===== config.mk =====
export PLATFORM = sky130hd
export DESIGN_NAME = dss_ctrl
export DESIGN_NICKNAME = d
export VERILOG_FILES = /design/src/rtl/dss_pkg.sv /design/src/rtl/dss_ctrl.sv
export SDC_FILE = /design/constraint.sdc
export NUM_CORES = 1
export LEC_CHECK = 0
export ABC_AREA = 1
export BUFFER_PORTS_ARGS = -buffer_cell sky130_fd_sc_hd__buf_2
export CAP_MARGIN = 40
export CORE_MARGIN = 2
export CORE_UTILIZATION = 30
export DETAILED_ROUTE_END_ITERATION = 7
export GPL_ROUTABILITY_DRIVEN = 1
export MAX_ROUTING_LAYER = met4
export REMOVE_ABC_BUFFERS = 1
export SLEW_MARGIN = 20
export SYNTH_ARGS = -nofsm -noshare
export SYNTH_HDL_FRONTEND = slang
export SYNTH_SLANG_ARGS = --single-unit

===== constraint.sdc =====
create_clock -name clk -period 11.6 [get_ports clk]
set_clock_uncertainty 0.15 [all_clocks]
set_input_delay 1.74 -clock clk [delete_from_list [all_inputs] [get_ports clk]]
set_output_delay 1.74 -clock clk [all_outputs]
set_load 0.01 [all_outputs]

===== src/rtl/dss_pkg.sv =====
// shared types and constants for the two-stack shared-array core
// no dependencies

package dss_pkg;

	localparam int DEPTH_DEF = 256;
	localparam int DATA_W    = 32;
	localparam int CAP_W     = 9;
	localparam int IN_TDATA_W  = 32;
	localparam int IN_TUSER_W  = 4;
	localparam int OUT_TDATA_W = 56;

	typedef enum logic [1:0] {
		CMD_PUSH  = 2'd0,
		CMD_POP   = 2'd1,
		CMD_PEEK  = 2'd2,
		CMD_CLEAR = 2'd3
	} command_t;

	localparam logic [1:0] SEL_A = 2'd0;
	localparam logic [1:0] SEL_B = 2'd1;

	typedef struct packed {
		logic             ok;
		logic             peek_ok;
		logic [CAP_W-1:0] count_a;
		logic [CAP_W-1:0] count_b;
		logic             full;
	} result_meta_t;

endpackage


===== src/rtl/dss_ctrl.sv =====
// stack pointers, capacity register and command decode
// depends on dss_pkg

module dss_ctrl
	import dss_pkg::*;
#(
	parameter int DEPTH = DEPTH_DEF,
	parameter int AW    = 8
) (
	input  logic              clk,
	input  logic              arst_n,
	input  logic              accept,
	input  logic [1:0]        command,
	input  logic [1:0]        stack_sel,
	input  logic              cfg_wr_en,
	input  logic [CAP_W-1:0]  cfg_wr_data,
	output logic              mem_we,
	output logic              mem_re,
	output logic [AW-1:0]     mem_addr,
	output result_meta_t      meta
);

	localparam int DCAP = (DEPTH > 511) ? 511 : DEPTH;
	localparam logic [CAP_W-1:0] DEPTH_CAP = CAP_W'(DCAP);
	localparam int IW = (AW > CAP_W) ? AW : CAP_W;

	logic [CAP_W-1:0] capacity_q;
	logic [CAP_W-1:0] depth_a_q;
	logic [CAP_W-1:0] depth_b_q;

	logic [CAP_W-1:0] eff_cap;
	logic             full_pre;
	logic [CAP_W-1:0] next_a;
	logic [CAP_W-1:0] next_b;
	logic [CAP_W-1:0] idx;
	logic [IW-1:0]    idx_ext;
	logic             ok;
	logic             peek_ok;
	logic             wr;
	logic             rd;

	assign eff_cap  = (capacity_q > DEPTH_CAP) ? DEPTH_CAP : capacity_q;
	assign full_pre = ({1'b0, depth_a_q} + {1'b0, depth_b_q}) >= {1'b0, eff_cap};

	always_comb begin
		next_a  = depth_a_q;
		next_b  = depth_b_q;
		idx     = '0;
		ok      = 1'b0;
		peek_ok = 1'b0;
		wr      = 1'b0;
		rd      = 1'b0;
		unique case (command_t'(command))
			CMD_PUSH: begin
				if (stack_sel == SEL_A && !full_pre) begin
					idx    = depth_a_q;
					next_a = depth_a_q + 1'b1;
					ok     = 1'b1;
					wr     = 1'b1;
				end else if (stack_sel == SEL_B && !full_pre) begin
					idx    = eff_cap - 1'b1 - depth_b_q;
					next_b = depth_b_q + 1'b1;
					ok     = 1'b1;
					wr     = 1'b1;
				end
			end
			CMD_POP: begin
				if (stack_sel == SEL_A && depth_a_q != '0) begin
					next_a = depth_a_q - 1'b1;
					ok     = 1'b1;
				end else if (stack_sel == SEL_B && depth_b_q != '0) begin
					next_b = depth_b_q - 1'b1;
					ok     = 1'b1;
				end
			end
			CMD_PEEK: begin
				if (stack_sel == SEL_A && depth_a_q != '0) begin
					idx     = depth_a_q - 1'b1;
					ok      = 1'b1;
					peek_ok = 1'b1;
					rd      = 1'b1;
				end else if (stack_sel == SEL_B && depth_b_q != '0
						&& depth_b_q <= eff_cap) begin
					idx     = eff_cap - depth_b_q;
					ok      = 1'b1;
					peek_ok = 1'b1;
					rd      = 1'b1;
				end
			end
			CMD_CLEAR: begin
				ok = 1'b1;
				case (stack_sel)
					SEL_A:   next_a = '0;
					SEL_B:   next_b = '0;
					default: begin
						next_a = '0;
						next_b = '0;
					end
				endcase
			end
			default: ;
		endcase
	end

	assign idx_ext  = IW'(idx);
	assign mem_addr = idx_ext[AW-1:0];
	assign mem_we   = accept & wr;
	assign mem_re   = accept & rd;

	assign meta.ok      = ok;
	assign meta.peek_ok = peek_ok;
	assign meta.count_a = next_a;
	assign meta.count_b = next_b;
	assign meta.full    = ({1'b0, next_a} + {1'b0, next_b}) >= {1'b0, eff_cap};

	always_ff @(posedge clk or negedge arst_n) begin
		if (!arst_n) begin
			capacity_q <= CAP_W'(DEPTH);
			depth_a_q  <= '0;
			depth_b_q  <= '0;
		end else if (cfg_wr_en) begin
			capacity_q <= cfg_wr_data;
			depth_a_q  <= '0;
			depth_b_q  <= '0;
		end else if (accept) begin
			depth_a_q <= next_a;
			depth_b_q <= next_b;
		end
	end

`ifndef NO_ASSERTIONS
	a_occupancy_bound: assert property (@(posedge clk) disable iff (!arst_n)
		({1'b0, depth_a_q} + {1'b0, depth_b_q}) <= {1'b0, eff_cap})
		else $error("stack occupancy above capacity");

	a_cfg_clears: assert property (@(posedge clk) disable iff (!arst_n)
		cfg_wr_en |=> (depth_a_q == '0 && depth_b_q == '0))
		else $error("capacity write did not empty stacks");

	a_full_push_fails: assert property (@(posedge clk) disable iff (!arst_n)
		(accept && command == CMD_PUSH && full_pre) |-> (!meta.ok && !mem_we))
		else $error("push accepted on full array");

	a_one_access: assert property (@(posedge clk) disable iff (!arst_n)
		!(mem_we && mem_re))
		else $error("read and write in one cycle");
`endif

endmodule


==> flow_metrics.tcl, run 1 <==
set metrics [dict create \
    cts_buffer_depth 2 \
    cts_setup_buffers 0 \
    dr.pass1.iters 5 \
    required_ns 9.71 \
    power.total_mw 0.459 \
    tns_ns 0 \
    cts-hold-fix-buffers 0 \
    cp_max_fo 12 \
    dieArea_mm2 0.0165 \
    antenna_left 0 \
    yosys.area.top_type "ha_1" \
    synth_flop_cell "dfrtp_1" \
    finalHoldViolations 0 \
    outcome "completed" \
    synthArstFlopShare_pct 100 \
    grt_overflow 0 \
    antenna_cells 0 \
    drt_wl_total_um 16700 \
    crit_type "flop to primary output" \
    netlist_area_mm2 0.00464 \
    rsz0062_at_grt "false" \
    min_period_over_period_pct 72.8 \
    std_cell_rows 45 \
    p_leak_nw 2.66 \
    area_growth_pct 10.4 \
    antenna_found_initial 0 \
    gr-usage-all-layers_pct 20.7 \
    num_vias 5013 \
    maxCapViolations 0 \
    cp.arrival_ns 6.55 \
    start_kind "flop" \
    stdcell_count 935 \
    core_mm2 0.0151 \
    pwr_density_cell_mw_per_mm2 89.6 \
    crit_slowest_cell "dfrtp_1" \
    crit_path_end_kind "primary output" \
    final_util_pct 33.9 \
    port_buffers 47 \
    yosys_warnings 0 \
    io_pins 48 \
    via_per_inst 5.36 \
    finalInstanceArea_mm2 0.00513 \
    seq_area_frac_synth_pct 14.6 \
    maxSlewHeadroom_pct 47.5 \
    initial_core_util_pct 30.7 \
    grt_pass1_vias 4552 \
    fmax_ghz 0.118 \
    slowest_delay_ns 0.52 \
    whs_ns 0.396 \
    htree_levels 1 \
    maxSlewViolCount 0 \
    setup_viol 0 \
    hold_path_class "flop to flop" \
    clkTransAtPathRegs_ns 0.09 \
    place_ws_ns 3.59 \
    cts-resized-gates 0 \
    cts.sinks 27 \
    root_buffer "clkbuf_16" \
    hpwlAfterDp_um 13100 \
    cts_tree "yes" \
    fp.dieH_um 128 \
    dpl-instance-area_mm2 0.00500 \
    synth-seq-cells 27 \
    tightest_slew_ns 0.786 \
    synth_area_leaders "ha_1, dfrtp_1, nand2_1" \
    drive_above_1_share_pct 14.5 \
    drc 0 \
    gp_congestion 0.975 \
    ir_drop_mv 0.0600 \
    grt_pass1_wl_um 25400 \
    dp_cells 929 \
    insertion_delay_ns 0.29 \
    synthCells 715 \
    synth_edf_count 0 \
    die_width_um 128 \
    min_period_ns 8.44 \
    syn_avg_cell_area_um2 6.49 \
    ys_types 52 \
    layout_setup_ws_ns 3.16 \
    synth_top_area_share_pct 15.1 \
    nNetsFinal 824 \
    drt_iter0_drc 529 \
    cts_inserted_buffers 3 \
    crit_top_cell "nand2_1" \
    route.detailed.wl_per_inst_um 17.9 \
    grt_max_degree 28 \
]
-- layout by cell type, fill, tap and decap left out, types with 5 or more instances in the layout --
cell type,instances
a31oi_1,7
o21ai_1,10
dfrtp_1,26
o21ai_0,58
nand2_1,164
ha_1,56
a21oi_2,5
nand3_1,41
xor2_1,19
buf_2,47
nor2_1,40
xnor2_1,8
nand2_2,5
inv_2,7
nand4_1,14
a21oi_1,46
nor3_1,12
inv_1,94
nand3_2,6
o22ai_1,12
nor2_4,6
-- final timing paths --
path,slack [ns],to,cells past startpoint,from
setup / recovery,3.16,meta[0],35,depth_b_q[1]$_DFFE_PN0P_
setup reg to reg,6.84,depth_b_q[8]$_DFFE_PN0P_,23,depth_b_q[1]$_DFFE_PN0P_
hold / removal,0.40,capacity_q[3]$_DFFE_PN0P_,2,capacity_q[3]$_DFFE_PN0P_
min in group asynchronous,1.19,depth_b_q[5]$_DFFE_PN0P_,1,arst_n
max in group asynchronous,9.61,capacity_q[8]$_DFFE_PN1P_,2,arst_n
hold reg to reg,0.40,capacity_q[3]$_DFFE_PN0P_,2,capacity_q[3]$_DFFE_PN0P_
-- power by group --
part / internal, mW / switching (mW) / total (mW)
Sequential: 0.0999 / 0.0104 / 0.110
Combinational: 0.0863 / 0.168 / 0.255
Clock: 0.0483 / 0.0458 / 0.0941
-- per-layer routing --
layer / vias to the layer above / global-route usage (%) / wire, um
li1: 2461 / - / -
met1: 2321 / 29.5 / 7930
met2: 210 / 30.7 / 7150
met3: 21 / 3.37 / 1370
met4: 0 / 4.72 / 269
met5: - / - / 0
-- final cells by class --
cell class | instances | area (um^2)
clock buffer | 3 | 75.1
clock inverter | 1 | 8.76
timing repair buffer | 52 | 300
tap | 188 | 235
sequential | 27 | 677
inverter | 108 | 414
multi-input combinational | 556 | 3420
fill | 1651 | 10000
-- synthesized netlist by cell type (8+ instances only) --
master      n
a21oi_1    46
dfrtp_1    26
nand2_1   164
o22ai_1    12
o21ai_1    10
nand3_1    41
ha_1       56
nor3_1     12
xor2_1     19
xnor2_1     8
inv_1      94
clkbuf_1   11
nand4_1    14
o21ai_0    58
nor2_1     40
-- registers in the layout, indices dropped and copies added (netlist names) --
| register | count |
|---|---|
| depth_a_q | 9 |
| depth_b_q | 9 |
| capacity_q | 9 |
-- worst max-delay path, delay by kind of cell (launching register included) --
| family | cells | cell delay [ns] |
|---|---|---|
| buffers and inverters | 4 | 0.64 |
| adders and majority gates | 4 | 1.30 |
| AOI/OAI and AO/OA | 15 | 2.58 |
| DFF | 1 | 0.52 |
| xor gates and xnor gates | 1 | 0.13 |
| and+or+nand+nor | 11 | 1.08 |
-- logic make-up after synthesis --
kind of cell | after synthesis | synth area share [%]
flip-flops | 27 | 14.6
AO/OA/AOI/OAI | 169 | 21.8
AND/OR/NAND/NOR | 301 | 30.3
adder cells (fa/ha/maj) | 59 | 16.4
XOR/XNOR | 27 | 5.09
buffers and inverters | 132 | 11.8
No activity file was read; power rests on OpenSTA's default activity.
==> inputs of run 2 (changes only) <==
==> constraint.sdc (replaced) <==
create_clock -name clk -period 7.75 [get_ports clk]
set_clock_uncertainty 0.15 [all_clocks]
set_input_delay 1.1625 -clock clk [delete_from_list [all_inputs] [get_ports clk]]
set_output_delay 1.1625 -clock clk [all_outputs]
set_load 0.01 [all_outputs]
==> flow_metrics.tcl, run 2 (synthesized netlist as in run 1, its figures left out) <==
set metrics [dict create \
    crit_type "flop to primary output" \
    antenna_left 0 \
    cts_tree "yes" \
    min_period_ns 7.17 \
    htree_levels 1 \
    ir_drop_mv 0.0894 \
    cts_buffer_depth 2 \
    drc 0 \
    r2r_setup_slack_ns 3.44 \
    whs_ns 0.398 \
    p_leak_nw 2.67 \
    gp_congestion 0.963 \
    grt_max_degree 28 \
    crit_buf_inv 4 \
    std_cell_rows 45 \
    dieArea_mm2 0.0165 \
    initial_core_util_pct 30.7 \
    root_buffer "clkbuf_16" \
    die_width_um 128 \
    power.total_mw 0.685 \
    grt_pass1_wl_um 25800 \
    cts_inserted_buffers 3 \
    cp.arrival_ns 5.86 \
    cts.sinks 27 \
    stdcell_count 941 \
    nNetsFinal 830 \
    top_regs "capacity_q x9, depth_a_q x9, depth_b_q x9" \
    maxCapViolations 0 \
    via_per_inst 5.28 \
    crit_top_cell "nand2_1" \
    maxSlewHeadroom_pct 51.9 \
    io_pins 48 \
    clkTransAtPathRegs_ns 0.08 \
    drt_iter0_drc 476 \
    critical-path-top-delay-family "compound AO/OA/AOI/OAI gates" \
    outcome "completed" \
    layout_commonest_cell "nand2_1" \
    crit_path_end_kind "primary output" \
    drive_above_1_share_pct 16.1 \
    crit_slowest_cell "dfrtp_2" \
    worstReg2RegEnd "depth_a_q[8]$_DFFE_PN0P_" \
    setup_viol 0 \
    worstReg2RegStart "depth_a_q[0]$_DFFE_PN0P_" \
    num_vias 4970 \
    hpwlAfterDp_um 13000 \
    cp-endpoint "meta[0]" \
    fp.dieH_um 128 \
    insertion_delay_ns 0.28 \
    maxSlewViolCount 0 \
    final_util_pct 34.3 \
    crit_cells 35 \
    grt_pass1_vias 4760 \
    area_growth_pct 11.9 \
    final_cell_mix "nand2_1, inv_1, o21ai_0, ha_1, buf_2" \
    gr-usage-all-layers_pct 20.8 \
    setup.worst_path.start "depth_a_q[0]$_DFFE_PN0P_" \
    finalInstanceArea_mm2 0.00520 \
    fmax_ghz 0.139 \
    min_period_over_period_pct 92.5 \
    dr.pass1.iters 5 \
    finalHoldViolations 0 \
    grt_overflow 0 \
    route.detailed.wl_per_inst_um 17.4 \
    slowest_delay_ns 0.42 \
    dpl-instance-area_mm2 0.00504 \
    start_kind "flop" \
    dp_cells 934 \
    drt_wl_total_um 16400 \
    antenna_cells 0 \
    r2r_cells 25 \
    cp_max_fo 13 \
    cts-hold-fix-buffers 0 \
    fill_cells 1688 \
    port_buffers 47 \
    tightest_slew_ns 0.719 \
    hold_path_class "flop to flop" \
    antenna_found_initial 0 \
    core_mm2 0.0151 \
    pwr_density_cell_mw_per_mm2 132 \
    required_ns 6.44 \
]
run 2: cell types whose count changed in the layout (fill, tap and decap cells not counted), sizes merged:
cell      before  now
clkinvlp       0    1
inv          103  102
buf           52   58
run 2: layer usage:
layer | part of all wire, % | track usage (%) | wire length, um
met5 | 0 | - | 0
met3 | 8.3 | 2.87 | 1370
met2 | 42 | 31.6 | 6840
met1 | 47 | 29.1 | 7780
met4 | 2.5 | 5.37 | 418
run 2: per-stage QoR:
step / TNS (ns) / setup slack (ns)
after global placement: 0 / 0.576
after global routing: -0.0391 / -0.0391
final: 0 / 0.580
after detailed placement: 0 / 0.499
after CTS: 0 / 0.157
after floorplan: 0 / 0.980
run 2: worst min-delay path, delay by kind of cell, from the launching register on:
family,cells,cell delay [ns]
buffers and inverters,1,0.06
AOI/OAI and AO/OA,1,0.13
DFF,1,0.33
run 2: worst min-delay path by stage:
stage,start,to,slack [ns],depth (start not counted)
after floorplan,capacity_q[3]$_DFFE_PN0P_,capacity_q[3]$_DFFE_PN0P_,0.35,2
after global placement,capacity_q[3]$_DFFE_PN0P_,capacity_q[3]$_DFFE_PN0P_,0.37,2
after detailed placement,capacity_q[4]$_DFFE_PN0P_,capacity_q[4]$_DFFE_PN0P_,0.38,2
after CTS,capacity_q[4]$_DFFE_PN0P_,capacity_q[4]$_DFFE_PN0P_,0.40,2
after global routing,capacity_q[1]$_DFFE_PN0P_,capacity_q[1]$_DFFE_PN0P_,0.43,2
final,capacity_q[4]$_DFFE_PN0P_,capacity_q[4]$_DFFE_PN0P_,0.40,2
run 2: cell type report:
class	count	area, um^2	area share [%]
Inverter	108	414	7.97
Multi-Input combinational cell	556	3450	66.5
Tap cell	188	235	4.53
Timing Repair Buffer	58	330	6.36
Sequential cell	27	679	13.1
Clock buffer	3	75.1	1.44
Clock inverter	1	7.51	0.144
run 2: what timing repair did:
action,in CTS,in global routing
setup buffers,0,2
endpoints found under the setup margin,0,1
resized for setup,0,10
run 2: power by group:
group,total [mW],internal (mW),switching (mW)
logic,0.388,0.133,0.255
registers,0.163,0.150,0.0129
clock network,0.134,0.0708,0.0630
total,0.685,0.353,0.331
