[src/rtl/dss_pkg.sv]
// shared types and constants for the two-stack shared-array core
// no dependencies

package dss_pkg;

	localparam int DEPTH_DEF = 256;
	localparam int DATA_W    = 32;
	localparam int CAP_W     = 9;
	localparam int IN_TDATA_W  = 32;
	localparam int IN_TUSER_W  = 4;
	localparam int OUT_TDATA_W = 56;

	typedef enum logic [1:0] {
		CMD_PUSH  = 2'd0,
		CMD_POP   = 2'd1,
		CMD_PEEK  = 2'd2,
		CMD_CLEAR = 2'd3
	} command_t;

	localparam logic [1:0] SEL_A = 2'd0;
	localparam logic [1:0] SEL_B = 2'd1;

	typedef struct packed {
		logic             ok;
		logic             peek_ok;
		logic [CAP_W-1:0] count_a;
		logic [CAP_W-1:0] count_b;
		logic             full;
	} result_meta_t;

endpackage

[src/rtl/dss_out.sv]
// result stage and output register with backpressure
// depends on dss_pkg

module dss_out
	import dss_pkg::*;
(
	input  logic                   clk,
	input  logic                   arst_n,
	input  logic                   load,
	input  result_meta_t           meta,
	input  logic [DATA_W-1:0]      rdata,
	output logic                   in_ready,
	output logic                   out_valid,
	input  logic                   out_ready,
	output logic [OUT_TDATA_W-1:0] out_data
);

	logic                   valid_s1;
	result_meta_t           meta_s1;
	logic                   out_valid_q;
	logic [OUT_TDATA_W-1:0] out_data_q;
	logic                   adv;
	logic [DATA_W-1:0]      rd_word;

	assign adv      = !out_valid_q || out_ready;
	assign in_ready = !valid_s1 || adv;
	assign rd_word  = meta_s1.peek_ok ? rdata : '0;

	always_ff @(posedge clk or negedge arst_n) begin
		if (!arst_n) begin
			valid_s1    <= 1'b0;
			out_valid_q <= 1'b0;
		end else begin
			if (in_ready) begin
				valid_s1 <= load;
			end
			if (adv) begin
				out_valid_q <= valid_s1;
			end
		end
	end

	always_ff @(posedge clk) begin
		if (load) begin
			meta_s1 <= meta;
		end
		if (adv && valid_s1) begin
			out_data_q <= {4'b0, meta_s1.full, meta_s1.count_b, meta_s1.count_a,
				rd_word, meta_s1.ok};
		end
	end

	assign out_valid = out_valid_q;
	assign out_data  = out_data_q;

endmodule

[config.mk]
export PLATFORM = sky130hd
export DESIGN_NAME = dss_out
export DESIGN_NICKNAME = d
export VERILOG_FILES = /design/src/rtl/dss_pkg.sv /design/src/rtl/dss_out.sv
export SDC_FILE = /design/constraint.sdc
export NUM_CORES = 1
export LEC_CHECK = 0
export ABC_CLOCK_PERIOD_IN_PS = 4600
export BUFFER_PORTS_ARGS = -buffer_cell sky130_fd_sc_hd__buf_2
export CAP_MARGIN = 20
export CORE_MARGIN = 8
export CORE_UTILIZATION = 30
export DETAILED_ROUTE_END_ITERATION = 6
export PLACE_DENSITY_LB_ADDON = 0.2
export SYNTH_ARGS = -nofsm -noshare
export SYNTH_HDL_FRONTEND = slang
export SYNTH_SLANG_ARGS = --single-unit
[constraint.sdc]
create_clock -name clk -period 4.6 [get_ports clk]
set_clock_uncertainty 0.2 [all_clocks]
set_input_delay 0.92 -clock clk [delete_from_list [all_inputs] [get_ports clk]]
set_output_delay 0.92 -clock clk [all_outputs]
set_load 0.01 [all_outputs]
==> flow_metrics.py, run 1 <==
metrics = {
    "status": {
        "status": "finished, final reports clean",
    },
    "floorplanning": {
        "die_x_um": 109,
        "num_rows": 33,
        "ios": 115,
        "start_util_pct": 31.1,
        "core-area_um2": 8260,
        "die_h_um": 109,
        "dieArea_um2": 11800,
    },
    "worst_setup_path": {
        "crit_arrival_ns": 1.36,
        "critPathMostFrequentCell": "buf_2",
        "crit_path_end_kind": "primary output",
        "cp_max_fo": 2,
        "worstSetupStartpoint": "out_ready",
        "rr_startpoint": "out_valid",
        "cpPeakStageDelay_ns": 0.14,
        "worstSetupStartpointType": "primary input",
        "worst-setup-path-type": "in2out",
        "critical-path-top-delay-family": "buffers and inverters",
        "cpMaxStageDelayCell": "nor2b_1",
        "cp_cell_sequence": "buf_2, nor2b_1, nand2_1, buf_2",
        "worst-r2r-setup-slack_ns": 2.49,
        "crit_buf_inv": 2,
        "cp.required_ns": 3.48,
    },
    "yosys": {
        "synth_compound_area_share_pct": 0.292,
        "ys_seq_elements": 75,
        "synth-edff-count": 73,
        "synth_xor_area_share_pct": 0,
        "synth_top_family_by_area": "simple AND/OR/NAND/NOR gates",
        "synth_top_area_share_pct": 85.4,
        "avgSynthCellArea_um2": 21.2,
        "yosysSeqAreaShare_pct": 87.3,
        "synth-simple-area-share_pct": 10.5,
        "synth_cell_types": 11,
        "synthCells": 121,
        "async_reset_ff_share_pct": 2.67,
        "synth_ff_type": "edfxtp_1",
        "synth.most_common_cell": "edfxtp_1",
        "yosys.area.top_type": "edfxtp_1",
        "synth_area_leaders": "edfxtp_1 85%, and2_2 9.4%, dfrtp_1 1.9%",
        "synth-adder-area-share_pct": 0,
        "syn-cell-area_um2": 2570,
        "netlist_top_cells_count": "73 x edfxtp_1, 32 x and2_2, 4 x buf_4",
        "synthMuxAreaShare_pct": 0,
        "ys_warn_count": 0,
    },
    "grt": {
        "grt_pass1_wl_um": 7840,
        "first_global_vias": 1544,
        "grt_max_degree": 37,
        "grt_antenna_before_repair": 0,
        "track_usage_pct": 8.73,
        "gr-total-overflow": 0,
    },
    "drt": {
        "dr.pass1.iters": 4,
        "totalWireLength_um": 5270,
        "drt-initial-drc-count": 29,
        "drtAntennaViolNets": 0,
        "drc": 0,
        "vias": 1403,
        "routed_via_density": 4.02,
        "wl_per_cell_um": 15.1,
    },
    "sta": {
        "maxSlewViolCount": 0,
        "finalCritPeriodShare_pct": 54.0,
        "final.min_clock_period_ns": 2.48,
        "worst_pin_slew_ns": 0.862,
        "setup_viol": 0,
        "maxSlewHeadroom_pct": 42.5,
        "grt_setup_unrepaired": "false",
        "tns_ns": 0,
        "max_freq_mhz": 403,
        "setup_ws_ns": 2.12,
        "hold_viol": 0,
        "finalHoldWorstSlack_ns": 0.162,
    },
    "clock_network": {
        "cts_setup_buffers": 0,
        "cts_tree": "yes",
        "cts_sinks": 75,
        "postCtsResizedCells": 0,
        "postCtsHoldBufs": 0,
        "clk_latency_ns": 0.33,
        "cts.path.max_buffers": 2,
        "clkTransAtPathRegs_ns": 0.07,
        "cts_root_buf": "clkbuf_8",
        "h-tree-depth": 3,
        "cts_buffers": 9,
    },
    "run": {
        "drv_cap": 0,
    },
    "placed_design": {
        "place_hpwl_um": 3860,
        "dp_slack_ns": 1.83,
        "gp_congestion": 0.664,
        "io_buffer_count": 110,
    },
    "pwr": {
        "p_leak_nw": 1.44,
        "peakVddDrop_uv": 248,
        "totalPowerFinal_mw": 1.53,
        "powerDensity_nw_per_um2": 442,
    },
    "cells_and_area": {
        "antenna_cells": 0,
        "drive_gt1_share_pct": 65.2,
        "final_util_pct": 41.9,
        "nFillCells": 785,
        "area_growth_pct": 34.8,
        "nets": 296,
    },
    "min_path": {
        "hold_path.class": "in2async",
    },
}
power breakdown:
part / switching (mW) / leakage [nW] / internal, mW / total [mW]
Combinational: 0.0679 / 0.583 / 0.0564 / 0.124
Sequential: 0.0186 / 0.736 / 0.818 / 0.837
Clock: 0.222 / 0.116 / 0.348 / 0.570
state kept, by name, indices dropped and copies added (netlist names):
name       cells
meta_s1       21
out_data      52
out_valid      1
valid_s1       1
final timing paths:
kind	end	cells after the start
min reg2reg	out_data[51]	0
max reg2reg	out_data[19]	3
max	in_ready	4
min in group clk	out_data[51]	0
max in group asynchronous	valid_s1	1
min	out_valid	1
logic make-up after synthesis:
group | count (synthesis)
DFF | 75
other | 1
and+or+nand+nor | 37
AOI/OAI and AO/OA | 1
buffers and inverters | 7
routing by layer:
| metal | track usage, % | wire length, um | up-vias |
|---|---|---|---|
| met2 | 12.3 | 2190 | 84 |
| met1 | 10.7 | 2230 | 645 |
| met3 | 4.64 | 775 | 9 |
| met4 | 4.40 | 70 | 0 |
| li1 | - | - | 665 |
| met5 | 0 | 0 | - |
area by class of cell:
cell class / instances / area (um2) / share of cell area (%)
tap: 105 / 131 / 3.80
clock buffer: 12 / 165 / 4.77
multi-input combinational: 42 / 293 / 8.46
clock inverter: 4 / 71.3 / 2.06
timing repair buffer: 111 / 558 / 16.1
sequential: 75 / 2240 / 64.8
metrics by stage:
| stage | instance area (um2) | std cells |
|---|---|---|
| 2_1_floorplan | 2580 | 124 |
| 3_3_place_gp | 3220 | 333 |
| 3_5_place_dp | 3220 | 333 |
| 4_1_cts | 3460 | 349 |
| 5_1_grt | 3460 | 349 |
| 6_report | 3460 | 349 |
cells in the final DEF (no fill, tap or decap), drive strengths merged:
master,count
clkinv,1
conb,4
and2,33
nand2b,2
edfxtp,73
buf,111
nand2,1
dfrtp,2
clkinvlp,1
nor2b,1
clkbuf,12
bufinv,2
a21o,1
Power figures use the tool's default switching activity.
==> run 2, diff against run 1 <==
--- a/config.mk
+++ b/config.mk
@@ -5,7 +5,8 @@
 export SDC_FILE = /design/constraint.sdc
 export NUM_CORES = 1
 export LEC_CHECK = 0
-export ABC_CLOCK_PERIOD_IN_PS = 4600
+export ABC_AREA = 1
+export ABC_CLOCK_PERIOD_IN_PS = 2310
 export BUFFER_PORTS_ARGS = -buffer_cell sky130_fd_sc_hd__buf_2
 export CAP_MARGIN = 20
 export CORE_MARGIN = 8
==> constraint.sdc (replaced) <==
create_clock -name clk -period 2.31 [get_ports clk]
set_clock_uncertainty 0.2 [all_clocks]
set_input_delay 0.462 -clock clk [delete_from_list [all_inputs] [get_ports clk]]
set_output_delay 0.462 -clock clk [all_outputs]
set_load 0.01 [all_outputs]
==> run 2 against run 1 <==
Net effect:
- sequential share of layout area is 0.49 points lower
- critical path depth is 2 lower
- global-route usage is 0.073 points higher
- critical path type is now reg2out
- highest routed layer is now met5
- via count is 6.2% higher
- utilization is 1.1 points lower
- routed wire length is 0.28% lower
- worst setup slack worse by 1.5 ns
- power is 100% higher
- first-iteration DRC count is 24% higher
- area after synthesis is 0.58% higher
- final cell count is 11% higher
==> flow_metrics.py, run 2 <==
metrics = {
    "sta": {
        "max_freq_mhz": 594,
        "finalCritPeriodShare_pct": 72.9,
        "maxSlewViolCount": 0,
        "grt_setup_unrepaired": "false",
        "maxSlewHeadroom_pct": 35.4,
        "setup_ws_ns": 0.625,
        "setup_viol": 0,
        "tns_ns": 0,
        "worst_pin_slew_ns": 0.970,
        "hold_viol": 0,
        "final.min_clock_period_ns": 1.68,
    },
    "cells_and_area": {
        "final_util_pct": 40.8,
        "largest_register_ffs": 52,
        "area_growth_pct": 35.0,
        "antenna_cells": 0,
        "drive_gt1_share_pct": 44.8,
        "nets": 331,
        "layout_common_cells": "110 x buf_2, 73 x edfxtp_1, 35 x inv_1, 35 x nand2_1, 9 x clkbuf_8",
        "layout_commonest_cell": "buf_2",
        "nFillCells": 813,
        "register_area_um2": 2240,
        "multi_input_area_um2": 168,
    },
    "clock_network": {
        "postCtsHoldBufs": 1,
        "cts_sinks": 75,
        "cts_buffers": 9,
        "cts_tree": "yes",
        "cts_setup_buffers": 0,
        "cts.path.max_buffers": 2,
        "clkTransAtPathRegs_ns": 0.08,
        "h-tree-depth": 3,
        "cts_root_buf": "clkbuf_8",
        "postCtsResizedCells": 0,
        "clk_latency_ns": 0.33,
    },
    "worst_setup_path": {
        "cp_max_fo": 4,
        "crit_path_end_kind": "primary output",
        "cp.required_ns": 1.65,
        "crit_arrival_ns": 1.02,
        "worst-setup-path-type": "reg2out",
        "worstSetupStartpointType": "flip-flop",
    },
    "drt": {
        "routed_via_density": 3.85,
        "dr.pass1.iters": 3,
        "totalWireLength_um": 5260,
        "drt-initial-drc-count": 36,
        "drc": 0,
        "wl_per_cell_um": 13.6,
        "vias": 1490,
        "drtAntennaViolNets": 0,
    },
    "yosys": {
        "synth-edff-count": 73,
        "synth_ff_type": "edfxtp_1",
        "netlist_top_cells_count": "73 x edfxtp_1, 35 x inv_1, 35 x nand2_1",
        "synthCells": 155,
        "ys_seq_elements": 75,
        "yosysSeqAreaShare_pct": 86.8,
        "avgSynthCellArea_um2": 16.7,
        "synth.most_common_cell": "edfxtp_1",
        "async_reset_ff_share_pct": 2.67,
        "synth_area_leaders": "edfxtp_1 85%, inv_1 5.1%, nand2_1 5.1%",
        "synth_cell_types": 9,
        "syn-cell-area_um2": 2580,
        "ys_warn_count": 0,
        "synth_top_area_share_pct": 84.9,
        "yosys.area.top_type": "edfxtp_1",
    },
    "grt": {
        "grtUsageMet1_pct": 11.3,
        "grt_max_degree": 53,
        "gr-total-overflow": 0,
        "track_usage_pct": 8.81,
        "met2_usage_pct": 11.9,
        "grt_pass1_wl_um": 7820,
        "grtUsageMet3_pct": 4.49,
        "first_global_vias": 1582,
        "grt-busiest-layer": "met2",
        "grt_antenna_before_repair": 1,
    },
    "placed_design": {
        "place_hpwl_um": 3890,
        "dp_slack_ns": 0.711,
        "io_buffer_count": 110,
        "gp_congestion": 0.715,
    },
    "floorplanning": {
        "start_util_pct": 30.2,
        "die_h_um": 109,
        "ios": 115,
        "dieArea_um2": 11800,
        "core-area_um2": 8550,
        "die_x_um": 109,
        "num_rows": 34,
    },
    "pwr": {
        "powerDensity_nw_per_um2": 880,
        "p_leak_nw": 1.67,
        "peakVddDrop_uv": 337,
    },
    "status": {
        "status": "finished, final reports clean",
    },
    "run": {
        "drv_cap": 0,
    },
    "min_path": {
        "hold_path.class": "in2reg",
    },
}
==> run 2: kinds of logic after synthesis <==
logic type / Yosys count / share of synthesized area, %
AO/OA/AOI/OAI: 1 / 0.194
buffers and inverters: 42 / 7.56
flip-flops: 75 / 86.8
other: 1 / 0.145
AND/OR/NAND/NOR: 36 / 5.28
==> run 2: per-layer routing <==
layer | up-vias | share of wire, %
li1 | 734 | -
met1 | 657 | 45
met2 | 86 | 41
met3 | 11 | 13
met4 | 2 | 1.4
met5 | - | 0.15
==> run 2: critical path, cell delays in order, from the launching register on <==
cell	delay (ns)
dfrtp_1	0.43
nand3_1	0.12
buf_2	0.15
==> run 2: final timing paths <==
check	from	to	slack (ns)	depth (start not counted)
worst max-delay path	out_valid	in_ready	0.63	2
worst min-delay path	meta[16]	meta_s1[16]	0.10	1
worst max register to register	meta_s1[19]	out_data[29]	0.78	2
worst min register to register	meta_s1[5]	out_data[46]	0.22	0
max in group asynchronous	arst_n	valid_s1	1.57	2
min in group asynchronous	arst_n	out_valid	0.24	2
==> run 2: through the flow <==
stage | hold WS [ns] | cell area (um2) | total power [mW] | instances
final | 0.101 | 3490 | 3.07 | 387
after global routing | 0.0751 | 3490 | 3.21 | 387
after CTS | 0.0735 | 3490 | 3.13 | 387
after detailed placement | 0.0498 | 3250 | 1.96 | 370
after global placement | 0.0484 | 3250 | 1.96 | 370
after floorplan | -0.0336 | 2610 | 1.81 | 158
==> run 2: cell type report <==
class	instances	share of cell area (%)
clock buffers	9	3.55
repair buffers	112	16.6
inverters	35	3.77
well taps	108	3.88
clock inverters	7	3.05
flip-flops and latches	75	64.3
multi-input cells	41	4.81
==> run 2: power by group <==
part	total [mW]	internal, mW	switching (mW)
Clock	1.14	0.705	0.440
Sequential	1.67	1.63	0.0409
Combinational	0.253	0.105	0.148
Total	3.07	2.44	0.629
==> run 3, diff against run 2 <==
--- a/config.mk
+++ b/config.mk
@@ -5,8 +5,8 @@
 export SDC_FILE = /design/constraint.sdc
 export NUM_CORES = 1
 export LEC_CHECK = 0
-export ABC_AREA = 1
-export ABC_CLOCK_PERIOD_IN_PS = 2310
+export ABC_AREA = 0
+export ABC_CLOCK_PERIOD_IN_PS = 1550
 export BUFFER_PORTS_ARGS = -buffer_cell sky130_fd_sc_hd__buf_2
 export CAP_MARGIN = 20
 export CORE_MARGIN = 8
==> constraint.sdc (replaced) <==
create_clock -name clk -period 1.55 [get_ports clk]
set_clock_uncertainty 0.2 [all_clocks]
set_input_delay 0.31 -clock clk [delete_from_list [all_inputs] [get_ports clk]]
set_output_delay 0.31 -clock clk [all_outputs]
set_load 0.01 [all_outputs]
==> run 3 against run 2 <==
Net effect:
- flip-flop and latch count stayed put
- worst hold slack worse by 0.032 ns
- design area is 5.5% higher
- worst setup slack worse by 0.62 ns
- utilization is 3.8 points higher
- routed wire length is 7.3% higher
- sequential power is 48% higher
- first-iteration DRC count is 53% higher
- critical path depth is 1 higher
- die area is 0.50% lower
- critical path type unchanged
- critical endpoint unchanged
- largest cell class unchanged
==> flow_metrics.py, run 3 (synthesis gave the netlist of run 1 again) <==
metrics = {
    "cells_and_area": {
        "nFillCells": 756,
        "drive_gt1_share_pct": 59.6,
        "nets": 322,
        "postLayoutCellArea_um2": 3680,
        "final_cells": 375,
        "layout_common_cells": "110 x buf_2, 73 x edfxtp_1, 32 x and2_2",
        "area_growth_pct": 43.3,
        "largest_register_ffs": 52,
        "final_util_pct": 44.6,
        "layout_commonest_cell": "buf_2",
        "antenna_cells": 0,
    },
    "grt": {
        "grt_antenna_before_repair": 0,
        "grt_pass1_wl_um": 8340,
        "track_usage_pct": 9.40,
        "first_global_vias": 1663,
        "grt_max_degree": 35,
        "gr-total-overflow": 0,
    },
    "clock_network": {
        "cts_root_buf": "clkbuf_8",
        "cts_sinks": 75,
        "clkTransAtPathRegs_ns": 0.07,
        "h-tree-depth": 3,
        "cts.path.max_buffers": 2,
        "cts_buffers": 9,
        "cts_tree": "yes",
        "clk_latency_ns": 0.33,
    },
    "sta": {
        "max_freq_mhz": 648,
        "final.min_clock_period_ns": 1.54,
        "finalHoldWorstSlack_ns": 0.0693,
        "maxSlewViolCount": 0,
        "tns_ns": 0,
        "hold_viol": 0,
        "grt_setup_unrepaired": "true",
        "finalCritPeriodShare_pct": 99.5,
        "setup_viol": 0,
    },
    "floorplanning": {
        "core-area_um2": 8260,
        "dieArea_um2": 11800,
        "num_rows": 33,
        "ios": 115,
        "die_x_um": 109,
        "start_util_pct": 31.1,
        "die_h_um": 109,
    },
    "status": {
        "status": "finished, final reports clean",
    },
    "pwr": {
        "p_leak_nw": 1.54,
        "peakVddDrop_uv": 748,
        "powerDensity_nw_per_um2": 1130,
    },
    "worst_setup_path": {
        "cp_max_fo": 2,
        "worstSetupStartpoint": "out_valid",
        "r2r_end": "out_data[49]",
        "rr_startpoint": "out_valid",
        "crit_path_end_kind": "primary output",
        "worst-r2r-setup-slack_ns": 0.05,
        "crit_path_end": "in_ready",
        "cp.required_ns": 1.04,
        "worstSetupStartpointType": "flip-flop",
        "worst-setup-path-type": "reg2out",
        "r2r_cells": 4,
        "crit_arrival_ns": 1.03,
    },
    "drt": {
        "totalWireLength_um": 5640,
        "drtAntennaViolNets": 0,
        "drc": 0,
        "wl_met3_um": 742,
        "routed_via_density": 3.98,
        "drt-initial-drc-count": 55,
        "dr.pass1.iters": 4,
        "wl_per_cell_um": 15.0,
        "top_layer_used": "met4",
        "dr_wl_met2_um": 2460,
        "vias": 1491,
        "m1WireLength_um": 2390,
    },
    "placed_design": {
        "io_buffer_count": 110,
        "place_hpwl_um": 3880,
        "gp_congestion": 0.662,
        "placed_area_um2": 3270,
        "dp_cells": 335,
    },
    "run": {
        "drv_cap": 0,
    },
    "min_path": {
        "hold_path.class": "in2reg",
    },
}
==> run 3: cell types whose count changed in the layout (fill, tap and decap cells not counted), sizes merged, moves of 2 or more <==
cell,change
clkbuf,+5
bufinv,-3
buf,+3
and2,+33
nand2b,+2
nand2,-34
inv,-35
dlygate4sd3,+21
==> run 3: worst max-delay path: stages (launching register included) <==
cell and delay [ns]:
dfrtp_1 0.36, nor2b_4 0.15, nand2_1 0.05, buf_2 0.13
==> run 3: layer usage <==
layer	vias to the layer above	GRT usage [%]
met1	681	10.9
met4	0	2.35
li1	719	-
met2	87	14.2
met5	-	0
met3	4	6.07
==> run 3: worst min-delay path by stage <==
stage	startpoint	to	cells after the start
final	rdata[9]	out_data[10]	2
after global routing	rdata[11]	out_data[12]	2
after CTS	rdata[25]	out_data[26]	2
after detailed placement	arst_n	valid_s1	1
after global placement	arst_n	out_valid	1
after floorplan	arst_n	out_valid	0
==> run 3: timing repair <==
action,in CTS,in global routing
gates resized for setup,2,0
endpoints found under the hold margin,23,0
gates cloned,0,1
hold buffers,22,0
setup buffers,1,0
setup endpoints to repair,1,34
==> run 3: area by class of cell <==
cell class / count / area [um2] / area share [%]
flip-flops and latches: 75 / 2240 / 60.9
repair buffers: 137 / 851 / 23.1
multi-input cells: 42 / 302 / 8.19
clock buffers: 13 / 139 / 3.77
well taps: 105 / 131 / 3.57
clock inverters: 3 / 15.0 / 0.408
==> run 3: per-stage QoR <==
stage / setup slack, ns / total power, mW
floorplan: 0.00553 / 2.69
global placement: 0.126 / 2.93
detailed placement: 0.115 / 2.93
CTS: -0.00147 / 4.23
global route: -0.0766 / 4.36
finish: 0.00783 / 4.16
==> run 3: report_power, final <==
| part | leakage, nW | internal [mW] | switching (mW) | total, mW |
|---|---|---|---|---|
| Sequential | 0.736 | 2.43 | 0.0412 | 2.47 |
| Combinational | 0.718 | 0.239 | 0.235 | 0.474 |
| Clock | 0.0812 | 0.576 | 0.647 | 1.22 |
